$ cat config.mk
export PLATFORM = sky130hd
export DESIGN_NAME = btdq_dir
export DESIGN_NICKNAME = d
export VERILOG_FILES = /design/src/design/btdq_pkg.sv /design/src/design/btdq_dir.sv
export SDC_FILE = /design/constraint.sdc
export NUM_CORES = 1
export LEC_CHECK = 0
export ABC_AREA = 0
export BUFFER_PORTS_ARGS = -buffer_cell sky130_fd_sc_hd__buf_2
export CORE_MARGIN = 2
export CORE_UTILIZATION = 53
export DETAILED_ROUTE_END_ITERATION = 12
export GPL_ROUTABILITY_DRIVEN = 0
export PLACE_DENSITY = 0.92
export SYNTH_ARGS = -nofsm -noshare
export SYNTH_HDL_FRONTEND = slang
export SYNTH_SLANG_ARGS = --single-unit
$ cat constraint.sdc
create_clock -name vclk -period 3.95
set_input_delay 0.5925 -clock vclk [all_inputs]
set_output_delay 0.5925 -clock vclk [all_outputs]
set_load 0.01 [all_outputs]
$ cat src/design/btdq_pkg.sv
package btdq_pkg;

    localparam int HOLD_COUNT_BITS_DEF = 16;

    localparam int CFG_INDEX_W = 2;
    localparam int CFG_DATA_W  = 8;

    localparam logic [CFG_INDEX_W-1:0] REG_STICK_THRESHOLD   = 2'd0;
    localparam logic [CFG_INDEX_W-1:0] REG_TAP_MAX_TICKS     = 2'd1;
    localparam logic [CFG_INDEX_W-1:0] REG_DOUBLE_TAP_WINDOW = 2'd2;

    localparam logic [6:0] STICK_THRESHOLD_RST   = 7'd50;
    localparam logic [7:0] TAP_MAX_TICKS_RST     = 8'd10;
    localparam logic [7:0] DOUBLE_TAP_WINDOW_RST = 8'd20;

    localparam int FIRE_BIT = 0;

    typedef logic [2:0] fire_event_t;

    localparam fire_event_t EV_NONE         = 3'd0;
    localparam fire_event_t EV_PRESSED      = 3'd1;
    localparam fire_event_t EV_LONG_RELEASE = 3'd2;
    localparam fire_event_t EV_TAP_CACHED   = 3'd3;
    localparam fire_event_t EV_DOUBLE_TAP   = 3'd4;

    typedef struct packed {
        logic up;
        logic down;
        logic left;
        logic right;
    } dir_t;

    typedef struct packed {
        logic        held;
        logic        released;
        logic [15:0] hold_length;
        logic [15:0] last_hold_length;
        fire_event_t fire_event;
        logic        single_tap;
    } fire_result_t;

endpackage

$ cat src/design/btdq_dir.sv
module btdq_dir
    import btdq_pkg::*;
(
    input  logic signed [7:0] hat_x,
    input  logic signed [7:0] hat_y,
    input  logic signed [7:0] stick_x,
    input  logic signed [7:0] stick_y,
    input  logic        [6:0] stick_threshold,
    output dir_t              dir
);

    logic signed [8:0] thr_pos;
    logic signed [8:0] thr_neg;
    logic signed [8:0] sx;
    logic signed [8:0] sy;

    always_comb
    begin
        thr_pos = signed'({2'b00, stick_threshold});
        thr_neg = -thr_pos;
        sx      = 9'(stick_x);
        sy      = 9'(stick_y);

        dir.up    = hat_y[7] || (sy < thr_neg);
        dir.down  = (hat_y > 8'sd0) || (sy > thr_pos);
        dir.left  = hat_x[7] || (sx < thr_neg);
        dir.right = (hat_x > 8'sd0) || (sx > thr_pos);
    end

endmodule

==> impl_metrics.toml <==
[critical_path]
end_kind = "primary output"
startpoint_type = "primary input"
path_class = "primary input to primary output"
path_buf_inv = 3
cp.required_ns = 3.36
cp.arrival_ns = 2.73
crit_slowest_cell = "maj3_1"
path_cells = "buf_2 -> inv_1 -> ha_1 -> xor2_1 -> ha_1 -> a21oi_1 -> nand2_1 -> maj3_1 -> a21oi_1 -> nand4b_1 -> o31a_1 -> buf_2"
max_stage_delay_ns = 0.35
crit_family = "adder cells"
crit_fanout = 3

[grt]
overflow = 0
grt_pass1_vias = 1038
grt_usage_pct = 26.8
grt_start_max_net_pins = 6
antenna_found_initial = 0
grt_pass1_wl_mm = 4.06

[detailed_routing]
wl_per_cell_um = 14.2
wl_mm = 2.37
vias_per_cell = 5.94
dr.pass1.iters = 4
final_antenna_net_count = 0
dr_total_vias = 992
drt_first_iter_violations = 8
drc = 0

[final_layout]
area_delta_synth_final_pct = 27.4
fin_nets = 217
ff_latch_area_sq_um = 0
finish.utilization_pct = 72.7
drive_gt1_share_pct = 34.4
design.seq.count = 0
diodes = 0
clockBufferCount = 0

[logic_synthesis]
yosys-top-cells-count = "ha_1 (25), inv_1 (11), nand2_1 (8)"
syn_inst = 108
synthTopCellsByArea = "ha_1 (36%), inv_1 (4.8%), nor2b_1 (4.4%)"
yosysWarnings = 0
yosysTopAreaCell = "ha_1"
synth.net_count = 172
synth.lib_cells_used.distinct = 32
synth.most_common_cell = "ha_1"
syn_area_sq_um = 860
yosysSeqAreaShare_pct = 0
yosysTopAreaCellShare_pct = 36.4
syn_area_per_cell_sq_um = 7.96

[flow_run]
maxCapViolCount = 0

[placed_design]
place_hpwl_mm = 2.22
place_ws_ns = 0.662
io_buffers = 43

[power]
power_density_nw_per_um2 = 105
leakage_uw = 0.000575
ir_drop_v = 0.0000627

[sta]
tightest_slew_ns = 0.521
timing.final.hold_violations = 0
rsz0062_at_grt = "false"
hold_slack_ns = 1.53
fmax_ghz = 0.301
period_needed_ns = 3.33
setup_viol = 0
setup_slack_ns = 0.624
max-slew-margin-rel_pct = 65.0
timing.final.max_slew_violations = 0
finalCritPeriodShare_pct = 84.2
fin_setup_tns_ns = 0

[clocking]
postCtsSetupRepairBufs = 0
cts_hold_buf = 0
cts_resized = 0

[die]
die_h_um = 44.3
dieArea_sq_um = 1960
die_x_um = 44.3
ioPinCount = 43
core_area_sq_um = 1510
start_util_pct = 57.1
rows = 14

[outcome]
outcome = "complete, no violations"

[worst_hold_path]
hold_path.class = "primary input to primary output"
cell usage in the layout (no fill, tap or decap), drive strengths merged, types with 2 or more instances in the layout:
cell / n
xor2: 3
buf: 43
nor4: 4
nand2b: 3
nand3b: 2
o21ai: 6
a21oi: 6
inv: 11
nor2b: 6
maj3: 2
ha: 25
a311oi: 3
a31o: 2
nor2: 6
and4: 2
a41oi: 2
xnor2: 5
or4: 3
nand2: 8
path summary, 6_finish.rpt:
kind | from | end | slack, ns | cells past startpoint
setup / recovery | stick_threshold[1] | dir[3] | 0.62 | 12
hold / removal | hat_y[7] | dir[3] | 1.53 | 3
cell type report:
class	instances	area (sq um)
multi-input combinational	97	818
fill	126	412
timing repair buffer	43	215
inverter	11	41.3
tap	16	20.0
routing by layer:
metal | wire length [um] | GRT usage, %
met1 | 902 | 27.8
met2 | 1260 | 54.1
met3 | 126 | 1.63
met4 | 82 | 10.9
met5 | 0 | 0
stage by stage:
step,power [uW],instance area (sq um),cells
after detailed placement,115,1090,167
final,115,1090,167
after floorplan,66.9,860,108
after global placement,106,1090,167
after CTS,115,1090,167
after global routing,130,1090,167
cell families (layout without fill, tap and decap cells):
logic type	count (synthesis)	after routing	share of synthesized area, %
buffers and inverters	11	54	4.80
AND/OR/NAND/NOR	37	37	26.5
XOR/XNOR	8	8	9.03
adder cells (fa/ha/maj)	27	27	38.9
AO/OA/AOI/OAI	25	25	20.8
report_power, final:
group	switching, uW	internal (uW)	total, uW	leakage, uW
clock network	0	0	0	0
logic	59.4	56.1	115	0.000575
registers	0	0	0	0
Power figures use the tool's default switching activity.
