### src/design/btdq_pkg.sv
package btdq_pkg;

    localparam int HOLD_COUNT_BITS_DEF = 16;

    localparam int CFG_INDEX_W = 2;
    localparam int CFG_DATA_W  = 8;

    localparam logic [CFG_INDEX_W-1:0] REG_STICK_THRESHOLD   = 2'd0;
    localparam logic [CFG_INDEX_W-1:0] REG_TAP_MAX_TICKS     = 2'd1;
    localparam logic [CFG_INDEX_W-1:0] REG_DOUBLE_TAP_WINDOW = 2'd2;

    localparam logic [6:0] STICK_THRESHOLD_RST   = 7'd50;
    localparam logic [7:0] TAP_MAX_TICKS_RST     = 8'd10;
    localparam logic [7:0] DOUBLE_TAP_WINDOW_RST = 8'd20;

    localparam int FIRE_BIT = 0;

    typedef logic [2:0] fire_event_t;

    localparam fire_event_t EV_NONE         = 3'd0;
    localparam fire_event_t EV_PRESSED      = 3'd1;
    localparam fire_event_t EV_LONG_RELEASE = 3'd2;
    localparam fire_event_t EV_TAP_CACHED   = 3'd3;
    localparam fire_event_t EV_DOUBLE_TAP   = 3'd4;

    typedef struct packed {
        logic up;
        logic down;
        logic left;
        logic right;
    } dir_t;

    typedef struct packed {
        logic        held;
        logic        released;
        logic [15:0] hold_length;
        logic [15:0] last_hold_length;
        fire_event_t fire_event;
        logic        single_tap;
    } fire_result_t;

endpackage

### src/design/btdq_fire.sv
module btdq_fire
    import btdq_pkg::*;
#(
    parameter int HOLD_COUNT_BITS = HOLD_COUNT_BITS_DEF
) (
    input  logic         clk,
    input  logic         rst_n,
    input  logic         step,
    input  logic         fire,
    input  logic   [7:0] tap_max_ticks,
    input  logic   [7:0] double_tap_window,
    output fire_result_t result
);

    localparam logic [HOLD_COUNT_BITS-1:0] HOLD_MAX = '1;

    logic                       held_reg;
    logic                       held_next;
    logic [HOLD_COUNT_BITS-1:0] hold_ticks_reg;
    logic [HOLD_COUNT_BITS-1:0] hold_ticks_next;
    logic [15:0]                hold_length_reg;
    logic [15:0]                hold_length_next;
    logic [15:0]                released_length_reg;
    logic [15:0]                released_length_next;
    logic                       tap_pending_reg;
    logic                       tap_pending_next;
    logic [8:0]                 ticks_since_tap_reg;
    logic [8:0]                 ticks_since_tap_next;

    logic [HOLD_COUNT_BITS+15:0] ticks_wide;
    logic [15:0]                 ticks_low;
    logic                        released;
    logic                        single;
    logic                        is_tap;
    logic                        pending_mid;
    fire_event_t                 ev;

    always_comb
    begin
        ticks_wide = {16'b0, hold_ticks_reg};
        ticks_low  = ticks_wide[15:0];
        is_tap     = {8'b0, hold_ticks_reg} <= {{HOLD_COUNT_BITS{1'b0}}, tap_max_ticks};

        held_next            = held_reg;
        hold_ticks_next      = hold_ticks_reg;
        hold_length_next     = hold_length_reg;
        released_length_next = released_length_reg;
        released             = 1'b0;
        single               = 1'b0;
        ev                   = EV_NONE;

        if (fire)
        begin
            if (!held_reg)
            begin
                held_next       = 1'b1;
                hold_ticks_next = '0;
                ev              = EV_PRESSED;
            end
            else
            begin
                hold_length_next = ticks_low;
                if (hold_ticks_reg != HOLD_MAX)
                begin
                    hold_ticks_next = hold_ticks_reg + 1'b1;
                end
            end
        end
        else if (held_reg)
        begin
            released             = 1'b1;
            held_next            = 1'b0;
            released_length_next = ticks_low;
            hold_length_next     = '0;
        end

        // age the cached tap before looking at this tick's release
        pending_mid          = tap_pending_reg;
        ticks_since_tap_next = ticks_since_tap_reg;
        if (tap_pending_reg)
        begin
            ticks_since_tap_next = ticks_since_tap_reg + 1'b1;
            if (ticks_since_tap_next > {1'b0, double_tap_window})
            begin
                pending_mid          = 1'b0;
                ticks_since_tap_next = '0;
                single               = 1'b1;
            end
        end

        tap_pending_next = pending_mid;
        if (released)
        begin
            if (is_tap)
            begin
                ticks_since_tap_next = '0;
                tap_pending_next     = !pending_mid;
                ev                   = pending_mid ? EV_DOUBLE_TAP : EV_TAP_CACHED;
            end
            else
            begin
                ev = EV_LONG_RELEASE;
            end
        end

        result.held             = held_next;
        result.released         = released;
        result.hold_length      = hold_length_next;
        result.last_hold_length = released_length_next;
        result.fire_event       = ev;
        result.single_tap       = single;
    end

    always_ff @(posedge clk or negedge rst_n)
    begin
        if (!rst_n)
        begin
            held_reg            <= 1'b0;
            hold_ticks_reg      <= '0;
            hold_length_reg     <= '0;
            released_length_reg <= '0;
            tap_pending_reg     <= 1'b0;
            ticks_since_tap_reg <= '0;
        end
        else if (step)
        begin
            held_reg            <= held_next;
            hold_ticks_reg      <= hold_ticks_next;
            hold_length_reg     <= hold_length_next;
            released_length_reg <= released_length_next;
            tap_pending_reg     <= tap_pending_next;
            ticks_since_tap_reg <= ticks_since_tap_next;
        end
    end

endmodule

### config.mk
export PLATFORM = sky130hd
export DESIGN_NAME = btdq_fire
export DESIGN_NICKNAME = d
export VERILOG_FILES = /design/src/design/btdq_pkg.sv /design/src/design/btdq_fire.sv
export SDC_FILE = /design/constraint.sdc
export NUM_CORES = 1
export LEC_CHECK = 0
export BUFFER_PORTS_ARGS = -buffer_cell sky130_fd_sc_hd__buf_2
export CELL_PAD_IN_SITES_DETAIL_PLACEMENT = 1
export CELL_PAD_IN_SITES_GLOBAL_PLACEMENT = 1
export CORE_ASPECT_RATIO = 0.9
export CORE_MARGIN = 2
export CORE_UTILIZATION = 25
export CTS_BUF_LIST = sky130_fd_sc_hd__clkbuf_16
export DETAILED_ROUTE_END_ITERATION = 10
export PLACE_DENSITY = 0.63
export SLEW_MARGIN = 30
export SYNTH_ARGS = -nofsm -noshare
export SYNTH_HDL_FRONTEND = slang
export SYNTH_SLANG_ARGS = --single-unit
export TNS_END_PERCENT = 5
### constraint.sdc
create_clock -name clk -period 3.4 [get_ports clk]
set_input_delay 0.34 -clock clk [delete_from_list [all_inputs] [get_ports clk]]
set_output_delay 0.34 -clock clk [all_outputs]
set_load 0.01 [all_outputs]
==> parameters.txt, run 1 <==
Parameter                              Value

Status
  Status ... finished clean

Layout
  Layout cells sized above 1 ... 24.9%
  Area Overhead vs Synth ... 23.3%
  Finished layout cell area ... 4500 um^2
  Number of antenna cells inserted ... 0
  Most frequent cells in the layout ... sky130_fd_sc_hd__nand2_1, sky130_fd_sc_hd__nor2_1, sky130_fd_sc_hd__dfrtp_1, sky130_fd_sc_hd__buf_2, sky130_fd_sc_hd__inv_1
  Number of fill cells in the layout ... 1721
  Most common library cell in the layout ignoring fill and taps ... sky130_fd_sc_hd__nand2_1
  Nets@finish ... 527
  Core utilization of the finished layout ... 31.8%

Clocking
  CTS buffer count ... 9
  Clock tree from TritonCTS ... done
  CTS Root Cell ... sky130_fd_sc_hd__clkbuf_16
  Total clock sinks ... 59
  Clock transition at path regs ... 0.05 ns
  Worst-skew pair later-pin latency ... 0.33 ns
  Number of buffers on the longest clock path ... 2
  Total number of H-tree levels ... 3

STA
  Final Hold Fails ... 0
  Final number of setup-violating endpoints ... 0
  Max-slew violation count ... 0
  Setup repair after global routing missed its margin ... true
  Worst path setup slack after routing ... 0.0778 ns
  Worst Hold Margin ... 0.0413 ns
  Time the worst path needs with I/O delays and setup ... 3.32 ns
  Worst rel slew slack ... 48.6%
  Clock Skew ... 0.00579 ns
  Maximum clock frequency ... 301 MHz
  Final period util ... 97.7%
  Worst-margin pin slew ... 0.768 ns

Yosys
  #FFs+latches synth ... 59
  Share of flip-flops with an asynchronous set or reset after synthesis ... 100%
  Top flip-flop cell by instance count after synthesis ... sky130_fd_sc_hd__dfrtp_1
  Net count of the mapped netlist ... 467
  Yosys warning count ... 0
  Netlist cell types ... 44
  Post-synthesis sequential area ratio ... 40.5%
  Cell area after technology mapping ... 3650 um^2
  Avg Cell Area, Syn ... 8.57 um^2
  Number of enable-type register cells in the synthesized netlist ... 0
  Count of mapped cells out of synthesis ... 426

Worst setup path
  Kind of critical path ... reg2out
  Critical-path cell list ... ha_4 > nand4_1 > nor2_2 > xnor2_2 > ha_1 > a22oi_1 > o211ai_1 > o221a_2 > nor2_4 > nand2_2 > inv_2 > ha_4 > and3_4 > buf_6
  Cell mode on critical path ... sky130_fd_sc_hd__ha_4
  Reg-to-reg startpoint ... ticks_since_tap_reg[1]$_DFFE_PN0P_
  Stage delay of the slowest cell on the critical path ... 0.42 ns
  CP startpoint ... ticks_since_tap_reg[1]$_DFFE_PN0P_
  Kind of end point of the critical path ... output port
  Critical-path cell with the highest stage delay ... sky130_fd_sc_hd__dfrtp_1
  Buffers and inverters on the worst path ... 2
  Worst Path Arrival ... 2.98 ns
  Required time of the critical path ... 3.06 ns
  Largest fanout on the critical path ... 5
  Nature of the critical path startpoint ... register
  Gate family responsible for the most delay along the worst path ... simple AND/OR/NAND/NOR gates

GRT
  Antenna violations before repair ... 0
  Maximum number of pins on one net before global-route repair ... 34
  Sum of overflow across all layers after global routing ... 0
  Number of global-route vias before repair ... 3537
  Global routing usage summed across all routing layers ... 14.2%
  First-pass GRT wire length ... 17.8 mm

Drt
  Routed via count ... 3264
  Routed Wire Length ... 10.5 mm
  DRC violations left ... 0
  Initial drt markers ... 136
  Wire per inst ... 15.4 um
  Count of TritonRoute iterations in the first routing pass ... 4
  Via-to-Cell Ratio ... 4.78
  Remaining number of nets flagged by the antenna check after routing ... 0

Placement
  Worst slack, placed ... 0.148 ns
  Instance area after placement ... 4100 um^2
  Sum of net half-perimeters after detailed placement ... 7.65 mm
  Total of buffers placed on input and output ports ... 57
  RePlAce Congestion ... 0.803

Floorplanning
  Die area ... 15600 um^2
  Boundary Pins ... 58
  Number of rows in the core area ... 41
  Starting density of the core ... 25.8%
  CORE AREA ... 14200 um^2
  DIE WIDTH ... 131 um
  Die Y ... 119 um

Min path
  Class of the tightest hold or removal check ... in2async

Pwr
  Leak Pwr ... 2.19 nW
  Sum of internal, switching and leakage power ... 2.20 mW
  Worst VDD drop ... 0.181 mV
  Total power per unit cell area ... 489 nW/um^2

Flow run
  Maxcap violations ... 0
[final cells by class]
type / count / area, um^2 / share of cell area (%)
clock buffers: 9 / 225 / 5.00
clock inverters: 6 / 50.0 / 1.11
inverters: 29 / 109 / 2.42
multi-input cells: 317 / 2010 / 44.6
flip-flops and latches: 59 / 1480 / 32.8
well taps: 193 / 241 / 5.36
repair buffers: 70 / 389 / 8.64
[Yosys cell counts, types with 2 or more instances]
library cell                 n  area share [%]
sky130_fd_sc_hd__buf_1       2            0.21
sky130_fd_sc_hd__o21ai_0    21             2.9
sky130_fd_sc_hd__buf_4       3            0.62
sky130_fd_sc_hd__and3_1      5            0.86
sky130_fd_sc_hd__nor2_1     71             7.3
sky130_fd_sc_hd__inv_1      27             2.8
sky130_fd_sc_hd__mux2_2     16             4.9
sky130_fd_sc_hd__a22o_2      3            0.82
sky130_fd_sc_hd__ha_1       21             7.2
sky130_fd_sc_hd__o31ai_1     5             1.0
sky130_fd_sc_hd__xor2_1      7             1.7
sky130_fd_sc_hd__dfrtp_1    59              40
sky130_fd_sc_hd__xnor2_1     7             1.7
sky130_fd_sc_hd__or3_1       6             1.0
sky130_fd_sc_hd__o2bb2ai_1  15             3.6
sky130_fd_sc_hd__nand2_1    73             7.5
sky130_fd_sc_hd__clkbuf_1   13             1.3
sky130_fd_sc_hd__clkbuf_8    2            0.75
sky130_fd_sc_hd__o211ai_1    2            0.41
sky130_fd_sc_hd__a21oi_1    14             1.9
sky130_fd_sc_hd__nand4_1    11             1.9
sky130_fd_sc_hd__nand3_1    14             1.9
sky130_fd_sc_hd__nor4_4      2             1.2
sky130_fd_sc_hd__and2_1      3            0.51
sky130_fd_sc_hd__nor3_1      5            0.69
[metal layers]
metal	vias to the layer above	part of all wire [%]	track usage, %
met4	0	2.2	5.23
li1	1576	-	-
met3	16	2.7	3.22
met1	1623	47	17.6
met2	49	48	24.0
met5	-	0	0
[what timing repair did]
item,CTS,global route
gates resized for setup,5,14
setup buffers,4,3
hold buffers,0,0
pin swaps,3,8
setup endpoints to repair,3,3
cloned,0,0
[cell families after synthesis]
logic type                 Yosys count  share of synthesized area [%]
muxes                               17                           5.21
and+or+nand+nor                    196                           24.3
xor gates and xnor gates            14                           3.36
AOI/OAI and AO/OA                   69                           13.3
adders and majority gates           21                           7.20
buffers and inverters               50                           6.21
DFF                                 59                           40.5
[metrics by stage]
stage          setup TNS, ns  std cells
3_3_place_gp               0        661
3_5_place_dp               0        661
6_report                   0        683
5_1_grt               -0.173        683
4_1_cts                    0        680
2_1_floorplan              0        426
[power by group]
group | internal [mW] | leakage [nW] | switching (mW) | total [mW]
clock network | 0.550 | 0.143 | 0.305 | 0.855
logic | 0.220 | 1.28 | 0.287 | 0.507
registers | 0.768 | 0.771 | 0.0727 | 0.841
[worst paths after layout]
check                      cells after the start  slack, ns                            endpoint
setup / recovery                              14       0.08                           result[3]
hold / removal                                 1       0.04     hold_length_reg[10]$_DFFE_PN0P_
setup reg to reg                              12       0.61         tap_pending_reg$_DFFE_PN0P_
hold reg to reg                                1       0.51      hold_length_reg[1]$_DFFE_PN0P_
max in group asynchronous                      2       2.45  released_length_reg[3]$_DFFE_PN0P_
min in group clk                               3       0.39                held_reg$_DFFE_PN0P_
(Power assumes the default switching activity.)
==> run 2: changes to the inputs <==
Settings changed: BUFFER_PORTS_ARGS -buffer_cell sky130_fd_sc_hd__buf_2 to -buffer_cell sky130_fd_sc_hd__clkbuf_2, SETUP_SLACK_MARGIN set to 0.05.
==> run 2 against run 1 <==
  * Setup slack better by 0.041 ns
  * Maximum frequency is 1.3% higher
  * Hold slack worse by 0.011 ns
  * Sequential share of layout area down 0.45 points
  * Global-route usage is essentially flat
  * Flip-flop and latch count did not move
  * Final cell count up 0.15%
  * Clock-buffer cell count unchanged
  * Largest power group unchanged
==> parameters.txt, run 2 (same netlist as run 1, synthesis figures left out) <==
Parameter                              Value

Worst setup path
  Terminus of the critical flop-to-flop path ... ticks_since_tap_reg[4]$_DFFE_PN0P_
  Worst Path Arrival ... 2.94 ns (-0.04 ns)
  Reg-to-reg startpoint ... ticks_since_tap_reg[1]$_DFFE_PN0P_
  Nature of the critical path startpoint ... register
  Internal reg-to-reg setup slack ... 0.60 ns (about the same)
  Required time of the critical path ... 3.06 ns (about the same)
  Critical-path cell with the highest stage delay ... sky130_fd_sc_hd__dfrtp_1
  Kind of end point of the critical path ... output port
  Cell mode on critical path ... sky130_fd_sc_hd__ha_4
  Kind of critical path ... reg2out
  Largest fanout on the critical path ... 5 (unchanged)
  Critical-path cell list ... buf_4 > ha_4 > nand4_1 > nor2_2 > xnor2_1 > ha_1 > a22oi_2 > o211ai_1 > o221a_2 > nor2_4 > nand2_2 > inv_2 > ha_4 > and3_4 > buf_6
  Logic depth of the worst register-to-register path ... 13 (+1)
  Stage delay of the slowest cell on the critical path ... 0.34 ns (-0.08 ns)

STA
  Time the worst path needs with I/O delays and setup ... 3.28 ns (-0.0415 ns)
  Sum of negative setup slack ... 0 ns (unchanged)
  Clock Skew ... 0.00837 ns (+0.00258 ns)
  Maximum clock frequency ... 305 MHz (+1.3%)
  Worst-margin pin slew ... 0.711 ns (-0.0575 ns)
  Final Hold Fails ... 0 (unchanged)
  Final number of setup-violating endpoints ... 0 (unchanged)
  Final period util ... 96.5% (-1.2 points)
  Max-slew violation count ... 0 (unchanged)
  Setup repair after global routing missed its margin ... true
  Worst rel slew slack ... 52.4% (+3.8 points)

Layout
  Most common library cell in the layout ignoring fill and taps ... sky130_fd_sc_hd__nand2_1
  Finished layout cell area ... 4560 um^2 (+1.3%)
  Nets@finish ... 528 (+0.19%)
  Layout cells sized above 1 ... 26.3% (+1.4 points)
  Area Overhead vs Synth ... 25.0%
  Most frequent cells in the layout ... sky130_fd_sc_hd__nand2_1, sky130_fd_sc_hd__nor2_1, sky130_fd_sc_hd__dfrtp_1, sky130_fd_sc_hd__clkbuf_2, sky130_fd_sc_hd__inv_1
  Number of antenna cells inserted ... 0 (unchanged)
  Non-filler instance count after layout ... 684 (+0.15%)

Clocking
  Number of buffers on the longest clock path ... 2 (unchanged)
  Clock tree from TritonCTS ... done
  Total number of H-tree levels ... 3 (unchanged)
  Worst-skew pair later-pin latency ... 0.34 ns (about the same)
  Hold buffer count at CTS ... 0 (unchanged)
  CTS buffer count ... 9 (unchanged)
  CTS Root Cell ... sky130_fd_sc_hd__clkbuf_16
  Clock transition at path regs ... 0.05 ns (about the same)
  Total clock sinks ... 59 (unchanged)

Drt
  Initial drt markers ... 138 (+1.5%)
  Routed Wire Length ... 10.6 mm (+1.1%)
  Count of TritonRoute iterations in the first routing pass ... 4 (unchanged)
  Routed via count ... 3233 (-0.95%)
  Remaining number of nets flagged by the antenna check after routing ... 0 (unchanged)
  Via-to-Cell Ratio ... 4.73 (-1.1%)
  Wire per inst ... 15.5 um (+0.94%)
  DRC violations left ... 0 (unchanged)

GRT
  Sum of overflow across all layers after global routing ... 0 (unchanged)
  Number of global-route vias before repair ... 3538 (+0.028%)
  Antenna violations before repair ... 0 (unchanged)
  Maximum number of pins on one net before global-route repair ... 43 (+26%)
  Global routing usage summed across all routing layers ... 14.2% (+0.016 points)
  First-pass GRT wire length ... 17.8 mm (-0.39%)

Pwr
  Sum of internal, switching and leakage power ... 2.25 mW (+2.1%)
  Worst VDD drop ... 0.171 mV (-5.6%)
  Leak Pwr ... 2.18 nW (-0.28%)
  Total power per unit cell area ... 493 nW/um^2 (+0.78%)

Placement
  Sum of net half-perimeters after detailed placement ... 7.71 mm (+0.70%)
  Dpl cells ... 661 (unchanged)
  Instance area after placement ... 4110 um^2 (about the same)
  Total of buffers placed on input and output ports ... 57 (unchanged)
  RePlAce Congestion ... 0.839 (+4.5%)

Flow run
  Maxcap violations ... 0 (unchanged)

Floorplanning
  Die Y ... 119 um (unchanged)
  Die area ... 15600 um^2 (unchanged)
  Starting density of the core ... 25.8% (unchanged)
  Number of rows in the core area ... 41 (unchanged)
  DIE WIDTH ... 131 um (unchanged)
  CORE AREA ... 14200 um^2 (unchanged)
  Boundary Pins ... 58 (unchanged)

Status
  Status ... finished clean

Min path
  Class of the tightest hold or removal check ... in2async
## run 2: cell count changes in the layout (fill, tap and decap cells not counted), moves of 2 or more
cell,change
sky130_fd_sc_hd__buf_2,-55
sky130_fd_sc_hd__clkbuf_2,+54
sky130_fd_sc_hd__inv_1,-2
sky130_fd_sc_hd__o21ai_1,-2
sky130_fd_sc_hd__o21ai_2,+2
## run 2: where the power goes
group          switching, mW  internal, mW  total, mW
Sequential            0.0704         0.767      0.838
Combinational          0.298         0.226      0.524
Clock                  0.331         0.556      0.887
Total                  0.700          1.55       2.25
## run 2: per-stage QoR
stage	util (%)	hold WS (ns)	setup slack [ns]
after floorplan	-	0.0444	0.381
after global placement	29.0	0.490	0.250
after detailed placement	29.0	0.422	0.128
after CTS	31.5	0.0604	0.0563
after global routing	32.2	0.0832	-0.0237
final	32.2	0.0307	0.119
## run 2: metal layers
layer / vias up / global-route usage [%] / part of all wire (%)
met1: 1596 / 17.6 / 47
met5: - / 0 / 0
li1: 1576 / - / -
met4: 0 / 4.89 / 1.4
met3: 12 / 2.92 / 2.9
met2: 49 / 24.5 / 48
## run 2: final cells by class
class / count / area, um^2
sequential: 59 / 1480
clock inverter: 6 / 57.6
multi-input combinational: 317 / 2050
fill: 1705 / 9600
tap: 193 / 241
inverter: 29 / 109
clock buffer: 9 / 225
timing repair buffer: 71 / 403
## run 2: how the worst max path moves through the flow
stage,from,cells after the start,to
floorplan,ticks_since_tap_reg[0]$_DFFE_PN0P_,13,result[3]
global placement,ticks_since_tap_reg[0]$_DFFE_PN0P_,14,result[3]
detailed placement,ticks_since_tap_reg[0]$_DFFE_PN0P_,14,result[3]
CTS,ticks_since_tap_reg[1]$_DFFE_PN0P_,14,result[3]
global route,ticks_since_tap_reg[0]$_DFFE_PN0P_,15,result[3]
finish,ticks_since_tap_reg[0]$_DFFE_PN0P_,15,result[3]
## run 2: critical path: cells and delay by family, from the launching register on
kind	cells	cell delay, ns
compound gates	3	0.59
flops	1	0.34
buf+inv	3	0.30
fa+ha+maj	3	0.55
xor+xnor	1	0.14
simple gates	5	0.68
## run 2: repair_timing
action,CTS,global route
pin swaps,4,11
endpoints found under the setup margin,3,3
setup buffers,5,3
gates resized for setup,8,21
cloned,0,0
